`src/rtl/core/mtsp_pkg.sv`:
```
// Shared constants and types for the midtones stretch pixel map.
package mtsp_pkg;

    // Q0.16 levels, with all ones meaning 1.0.
    localparam int          LEVEL_BITS = 16;
    localparam logic [15:0] Q16_ONE    = 16'hFFFF;

    // Display channel width and the background grey.
    localparam int         PIX_BITS = 8;
    localparam logic [7:0] BG_GREY  = 8'd30;

    // Register stages inside one channel datapath: four front stages, one
    // stage per quotient bit of the clip divider, the product and sum
    // stages, and one stage per bit of the output divider.
    localparam int CH_LAT = 4 + LEVEL_BITS + 2 + PIX_BITS;

    // Configuration register indexes.
    typedef enum logic [1:0] {
        REG_BLACK_POINT     = 2'd0,
        REG_WHITE_POINT     = 2'd1,
        REG_MIDTONE_BALANCE = 2'd2,
        REG_STRETCH_ENABLE  = 2'd3
    } cfg_reg_t;

    localparam logic [15:0] BLACK_POINT_RST     = 16'd0;
    localparam logic [15:0] WHITE_POINT_RST     = 16'hFFFF;
    localparam logic [15:0] MIDTONE_BALANCE_RST = 16'd32768;

endpackage

```
`src/rtl/core/mtsp_div.sv`:
```
// Pipelined restoring divider that settles one quotient bit per stage.
module mtsp_div #(
    parameter int NUM_W  = 32,
    parameter int DEN_W  = 16,
    parameter int Q_W    = 16,
    parameter int SIDE_W = 1
) (
    input  logic              clk,
    input  logic              adv,
    input  logic [NUM_W-1:0]  num,
    input  logic [DEN_W-1:0]  den,
    input  logic [SIDE_W-1:0] side_in,
    output logic [Q_W-1:0]    quo,
    output logic [SIDE_W-1:0] side_out
);

    // The quotient must fit in Q_W bits, so the shifted divisor never
    // needs more than DEN_W + Q_W bits.
    localparam int CW = (NUM_W > DEN_W + Q_W) ? NUM_W : DEN_W + Q_W;

    logic [NUM_W-1:0]  rem_reg  [Q_W-1];
    logic [DEN_W-1:0]  den_reg  [Q_W-1];
    logic [Q_W-1:0]    quo_reg  [Q_W];
    logic [SIDE_W-1:0] side_reg [Q_W];

    for (genvar k = 0; k < Q_W; k++) begin : g_step
        logic [NUM_W-1:0]  rem_in;
        logic [DEN_W-1:0]  den_in;
        logic [Q_W-1:0]    quo_in;
        logic [SIDE_W-1:0] side_k;
        logic [CW-1:0]     den_sh;
        logic              ge;
        logic [Q_W-1:0]    quo_next;

        if (k == 0) begin : g_first
            assign rem_in = num;
            assign den_in = den;
            assign quo_in = '0;
            assign side_k = side_in;
        end else begin : g_rest
            assign rem_in = rem_reg[k-1];
            assign den_in = den_reg[k-1];
            assign quo_in = quo_reg[k-1];
            assign side_k = side_reg[k-1];
        end

        assign den_sh   = CW'(den_in) << (Q_W - 1 - k);
        assign ge       = CW'(rem_in) >= den_sh;
        assign quo_next = {quo_in[Q_W-2:0], ge};

        always_ff @(posedge clk)
        begin
            if (adv)
            begin
                quo_reg[k]  <= quo_next;
                side_reg[k] <= side_k;
            end
        end

        if (k < Q_W - 1) begin : g_keep
            logic [NUM_W-1:0] rem_next;

            assign rem_next = ge ? NUM_W'(CW'(rem_in) - den_sh) : rem_in;

            always_ff @(posedge clk)
            begin
                if (adv)
                begin
                    rem_reg[k] <= rem_next;
                    den_reg[k] <= den_in;
                end
            end
        end
    end

    assign quo      = quo_reg[Q_W-1];
    assign side_out = side_reg[Q_W-1];

endmodule

```
`src/rtl/core/mtsp_chan.sv`:
```
// Datapath of one color channel: scaling, clipping and the midtones transfer function.
module mtsp_chan #(
    parameter int SAMPLE_BITS = 16
) (
    input  logic        clk,
    input  logic        adv,
    input  logic [15:0] code,
    input  logic [15:0] black_point,
    input  logic [15:0] white_point,
    input  logic [15:0] midtone_balance,
    input  logic        stretch_enable,
    output logic [7:0]  pix
);

    import mtsp_pkg::*;

    localparam int          FS_INT = (1 << SAMPLE_BITS) - 1;
    localparam logic [15:0] FS     = 16'(FS_INT);
    localparam logic [17:0] FS1    = 18'(FS_INT);
    localparam logic [17:0] FS2    = 18'(2 * FS_INT);
    localparam logic [17:0] FS3    = 18'(3 * FS_INT);

    // Stage 1: saturate, form code*65535 and code*255, and estimate the
    // quotients by full scale from below with x/(2^n) + x/(2^2n).
    logic [15:0] code_sat;
    logic [31:0] xv_next;
    logic [23:0] xl_next;
    logic [32:0] vsum;
    logic [24:0] lsum;
    logic [31:0] s1_xv_reg;
    logic [23:0] s1_xl_reg;
    logic [15:0] s1_qv_reg;
    logic [7:0]  s1_ql_reg;

    assign code_sat = (code > FS) ? FS : code;
    assign xv_next  = {code_sat, 16'h0000} - {16'h0000, code_sat};
    assign xl_next  = {code_sat, 8'h00} - {8'h00, code_sat};
    assign vsum     = 33'(xv_next) + 33'(xv_next >> SAMPLE_BITS);
    assign lsum     = 25'(xl_next) + 25'(xl_next >> SAMPLE_BITS);

    always_ff @(posedge clk)
    begin
        if (adv)
        begin
            s1_xv_reg <= xv_next;
            s1_xl_reg <= xl_next;
            s1_qv_reg <= 16'(vsum >> SAMPLE_BITS);
            s1_ql_reg <= 8'(lsum >> SAMPLE_BITS);
        end
    end

    // Stage 2: remainders against the estimates; each is below three full scales.
    logic [31:0] vprod;
    logic [23:0] lprod;
    logic [17:0] s2_rv_reg;
    logic [17:0] s2_rl_reg;
    logic [15:0] s2_qv_reg;
    logic [7:0]  s2_ql_reg;

    assign vprod = (32'(s1_qv_reg) << SAMPLE_BITS) - 32'(s1_qv_reg);
    assign lprod = (24'(s1_ql_reg) << SAMPLE_BITS) - 24'(s1_ql_reg);

    always_ff @(posedge clk)
    begin
        if (adv)
        begin
            s2_rv_reg <= 18'(s1_xv_reg - vprod);
            s2_rl_reg <= 18'(s1_xl_reg - lprod);
            s2_qv_reg <= s1_qv_reg;
            s2_ql_reg <= s1_ql_reg;
        end
    end

    // Stage 3: correct the estimates to the exact floor.
    logic [1:0]  vcnt;
    logic [1:0]  lcnt;
    logic [15:0] s3_v_reg;
    logic [7:0]  s3_lin_reg;

    assign vcnt = {1'b0, s2_rv_reg >= FS1} + {1'b0, s2_rv_reg >= FS2}
                + {1'b0, s2_rv_reg >= FS3};
    assign lcnt = {1'b0, s2_rl_reg >= FS1} + {1'b0, s2_rl_reg >= FS2}
                + {1'b0, s2_rl_reg >= FS3};

    always_ff @(posedge clk)
    begin
        if (adv)
        begin
            s3_v_reg   <= s2_qv_reg + 16'(vcnt);
            s3_lin_reg <= s2_ql_reg + 8'(lcnt);
        end
    end

    // Stage 4: clip against black and white. Only a level strictly inside
    // the range needs the divider; the others take a fixed level.
    logic [15:0] vdiff;
    logic        need_div_next;
    logic [15:0] fixed_y_next;
    logic [31:0] s4_num_reg;
    logic [15:0] s4_den_reg;
    logic [24:0] s4_side_reg;

    assign vdiff = s3_v_reg - black_point;

    always_comb
    begin
        need_div_next = 1'b0;
        fixed_y_next  = 16'h0000;
        if (white_point > black_point)
        begin
            if (s3_v_reg <= black_point)
                fixed_y_next = 16'h0000;
            else if (s3_v_reg >= white_point)
                fixed_y_next = Q16_ONE;
            else
                need_div_next = 1'b1;
        end
        else
        begin
            // Degenerate range: a step at the black point.
            fixed_y_next = (s3_v_reg >= black_point) ? Q16_ONE : 16'h0000;
        end
    end

    always_ff @(posedge clk)
    begin
        if (adv)
        begin
            s4_num_reg  <= {vdiff, 16'h0000} - {16'h0000, vdiff};
            s4_den_reg  <= white_point - black_point;
            s4_side_reg <= {s3_lin_reg, need_div_next, fixed_y_next};
        end
    end

    logic [LEVEL_BITS-1:0] d1_quo;
    logic [24:0]           d1_side;

    mtsp_div #(
        .NUM_W  (32),
        .DEN_W  (16),
        .Q_W    (LEVEL_BITS),
        .SIDE_W (25)
    ) u_clip_div (
        .clk      (clk),
        .adv      (adv),
        .num      (s4_num_reg),
        .den      (s4_den_reg),
        .side_in  (s4_side_reg),
        .quo      (d1_quo),
        .side_out (d1_side)
    );

    // Product stage: (1-M)*y and M*(1-y), both scaled by 65535^2.
    logic [15:0] y_lvl;
    logic [15:0] m_inv;
    logic [31:0] sm_p_reg;
    logic [31:0] sm_q_reg;
    logic [7:0]  sm_lin_reg;

    assign y_lvl = d1_side[16] ? d1_quo : d1_side[15:0];
    assign m_inv = Q16_ONE - midtone_balance;

    always_ff @(posedge clk)
    begin
        if (adv)
        begin
            sm_p_reg   <= {16'h0000, m_inv} * {16'h0000, y_lvl};
            sm_q_reg   <= {16'h0000, midtone_balance} * {16'h0000, Q16_ONE - y_lvl};
            sm_lin_reg <= d1_side[24:17];
        end
    end

    // Sum stage: the denominator never exceeds 65535^2, so it fits 32 bits.
    logic [32:0] den_sum;
    logic [39:0] s5_num_reg;
    logic [31:0] s5_den_reg;
    logic [8:0]  s5_side_reg;

    assign den_sum = 33'(sm_p_reg) + 33'(sm_q_reg);

    always_ff @(posedge clk)
    begin
        if (adv)
        begin
            s5_num_reg  <= {sm_p_reg, 8'h00} - {8'h00, sm_p_reg};
            s5_den_reg  <= den_sum[31:0];
            s5_side_reg <= {sm_lin_reg, den_sum[31:0] == 32'h0};
        end
    end

    // The numerator never exceeds 255 times the denominator, so eight
    // quotient bits hold the whole result.
    logic [PIX_BITS-1:0] d2_quo;
    logic [8:0]          d2_side;

    mtsp_div #(
        .NUM_W  (40),
        .DEN_W  (32),
        .Q_W    (PIX_BITS),
        .SIDE_W (9)
    ) u_mtf_div (
        .clk      (clk),
        .adv      (adv),
        .num      (s5_num_reg),
        .den      (s5_den_reg),
        .side_in  (s5_side_reg),
        .quo      (d2_quo),
        .side_out (d2_side)
    );

    always_comb
    begin
        if (!stretch_enable)
            pix = d2_side[8:1];
        else if (d2_side[0])
            pix = 8'h00;
        else
            pix = d2_quo;
    end

endmodule

```
`config.mk`:
```
export PLATFORM = sky130hd
export DESIGN_NAME = mtsp_chan
export DESIGN_NICKNAME = d
export VERILOG_FILES = /design/src/rtl/core/mtsp_pkg.sv /design/src/rtl/core/mtsp_div.sv /design/src/rtl/core/mtsp_chan.sv
export SDC_FILE = /design/constraint.sdc
export NUM_CORES = 2
export LEC_CHECK = 0
export BUFFER_PORTS_ARGS = -buffer_cell sky130_fd_sc_hd__buf_2
export CORE_UTILIZATION = 55
export DETAILED_ROUTE_END_ITERATION = 8
export PLACE_DENSITY = 0.71
export SLEW_MARGIN = 30
export SYNTH_ARGS = -nofsm -noshare
export SYNTH_HDL_FRONTEND = slang
export SYNTH_HIERARCHICAL = 1
export SYNTH_SLANG_ARGS = --single-unit
```
`constraint.sdc`:
```
create_clock -name clk -period 9.65 [get_ports clk]
set_input_delay 1.93 -clock clk [delete_from_list [all_inputs] [get_ports clk]]
set_output_delay 1.93 -clock clk [all_outputs]
set_load 0.03 [all_outputs]
```
==> run metrics <==
reg2reg start u_clip_div/side_reg[15][16]; first-pass GRT wire length 405700 um; CP startpoint u_clip_div/side_reg[15][16]; First DRT Iteration DRCs 6405; 1st-pass router iterations 8; reg-to-reg critical path endpoint sm_q_reg[30]; CP Launch Type register; vias in the first global route 80150; WP depth 25; Rel. slew slack 29.85%; area grow syn2layout 8.804%; Post-CTS Setup Inserts 0; slowest stage delay, CP 0.92 ns; Slew @ Worst Pin 1.052 ns; CP max FO 17; worst slack, placed 0.8203 ns; syn_area_per_cell 11.64 um^2; worst hold path depth 0; Crit path buffers/inverters 6; Mapped Area 128100 um^2; end of the critical path sm_q_reg[30]; WL final 251100 um; Crit. End Element register; critical path class register to register; Leakage 56.53 nW; final setup TNS 0 ns; area after detailed placement 132200 um^2; clock tree root buffer cell clkbuf_16; Power Total 0.04761 W; largest net degree at the start of global routing 183; Critical Path RT 10.23 ns; sequential share of the synthesized area 51.90%; Post-synth EDFFs 2215; port buffer count 74; Initial Utilization 55.53%; top achievable clock speed 116.9 MHz; GRT overflow 0; H-tree Lvls 4; Core Area 230800 um^2; routed vias/inst 5.647; TritonCTS Sinks 2215; Die X 484.7 um; outcome finished, final reports clean; M1 WL 114500 um; post-synthesis cell type count 106; I/O pin total 75; Die Span Y 484.7 um; Synth area leader edfxtp_1; Largest register FFs 480; CP max-delay cell edfxtp_1; yosys warns 6; post-route setup slack 1.095 ns; met3 wire len 11310 um; RSZ-0062 raised after global routing no; pwr/cell area 341.4 nW/um^2; Resize count post-CTS 0; worst-case reg-to-reg path depth 25; Yosys top cell area share 51.90%; final setup vio count 0; period utilization 88.65%; top layer used by detailed routing met4; CTS tree yes; # rows 176; VDD IR-drop max 0.4167 mV; CP delay by family, top adder cells; Pins Over Slew Limit 0; gr usage total 21.14%; clk slew on worst S/H paths 0.06 ns; layout cells sized above 1 7.276%; Hold Crit Class register to register; Num CTS Buffers 217; Post-synth top flop edfxtp_1; CP arrival 9.13 ns; hold_buf cts 0; DR WL/cell 17.52 um; Max Root-Sink Buffers 3; RD Place Congestion 0.9309; clock latency on the worst-skew pair 0.88 ns; full die area 234900 um^2; initial antenna violation count 4; Final Skew 0.06327 ns; Post-Syn Nets 12410; WL met2 117000 um; ANT nets after route 0; CP most frequent cell fa_1; # DRC 0; Final Critical Period 8.555 ns; fin nets 12510; r2r setup slk 1.09 ns; Yosys reg bits 2215; Max Cap Viol 0; FFs w/ async S/R, synth 0%; Area contributors post-synth edfxtp_1 (52%), ha_1 (9.0%), fa_1 (6.5%); via count 80920; cells after synthesis 11010; DP HPWL 185400 um; Hold Vio Cnt, Final 0; cell area after layout 139400 um^2
==> per-stage QoR <==
stage / util, % / hold slack [ns] / cells
detailed placement: 57.27 / 0.4045 / 13910
floorplan: - / 0.4003 / 11010
global placement: 57.24 / 0.4003 / 13910
finish: 60.42 / 0.3922 / 14330
CTS: 60.39 / 0.3877 / 14320
global route: 60.41 / 0.4016 / 14330
==> cell families (layout without fill, tap and decap cells) <==
family / Yosys count / in the layout / share of synthesized area, %
buffers and inverters: 1619 / 1910 / 4.796
XOR/XNOR: 746 / 746 / 5.104
AO/OA/AOI/OAI: 2194 / 2194 / 10.79
adder cells (fa/ha/maj): 1337 / 1337 / 15.50
other: 0 / 5 / 0
AND/OR/NAND/NOR: 2756 / 2756 / 10.70
flip-flops: 2215 / 2215 / 51.90
multiplexers: 140 / 140 / 1.204
==> worst min-delay path by stage <==
stage	startpoint	endpoint	slack [ns]
3_3_place_gp	u_clip_div/side_reg[1][17]	u_clip_div/side_reg[2][17]	0.40
2_1_floorplan	s3_lin_reg[0]	s4_side_reg[17]	0.40
5_1_grt	u_clip_div/side_reg[9][16]	u_clip_div/side_reg[10][16]	0.40
6_report	u_clip_div/side_reg[9][16]	u_clip_div/side_reg[10][16]	0.39
4_1_cts	u_clip_div/side_reg[9][16]	u_clip_div/side_reg[10][16]	0.39
3_5_place_dp	u_clip_div/side_reg[15][21]	sm_lin_reg[4]	0.40
==> area by class of cell <==
type / count / area, um^2
tap: 3026 / 3786
antenna: 5 / 12.51
sequential: 2215 / 66510
timing repair buffer: 149 / 1159
multi-input combinational: 7173 / 55690
fill: 17860 / 91350
clock inverter: 165 / 1664
inverter: 1350 / 5067
clock buffer: 246 / 5539
==> power breakdown <==
| part | leakage [nW] | internal, W | switching (W) |
|---|---|---|---|
| combinational | 31.5 | 0.00987 | 0.0138 |
| sequential | 21.5 | 0.0142 | 0.00131 |
| clock | 3.50 | 0.00481 | 0.00358 |
==> Yosys cell counts (133+ instances only) <==
cell and n:
a21o_1 277, or2_2 154, nor3_1 178, nand3_1 133, xnor2_1 459, nand2_1 745
and2_1 172, edfxtp_1 2215, xor2_1 286, ha_1 920, nand4_1 135, inv_1 1348
o21ai_0 518, a21oi_1 684, nor2_1 662, clkbuf_1 214, fa_1 417
==> metal layers <==
layer	up-vias	track usage, %
met3	551	2.713
met5	-	0
li1	39470	-
met2	2169	34.87
met1	38730	28.82
met4	0	7.515
==> placed cells by master, fill, tap and decap left out, types with 80 or more instances in the layout <==
cell type  Yosys  final
ha_1         920    920
nand3_1      133    133
nand4_1      135    135
fa_1         417    417
clkbuf_16      0    217
a211oi_1      85     85
or2_2        154    154
mux2_2       103    103
xnor2_1      459    459
nor3_1       178    178
edfxtp_1    2215   2215
nand2_1      745    745
nor2b_1       95     95
a21oi_1      684    683
o21ai_0      518    517
inv_1       1348   1348
o21a_1        80     80
and2_1       172    172
nand2b_1     116    116
xor2_1       286    286
a21o_1       277    276
nor2_1       662    662
Power figures use the tool's default switching activity.
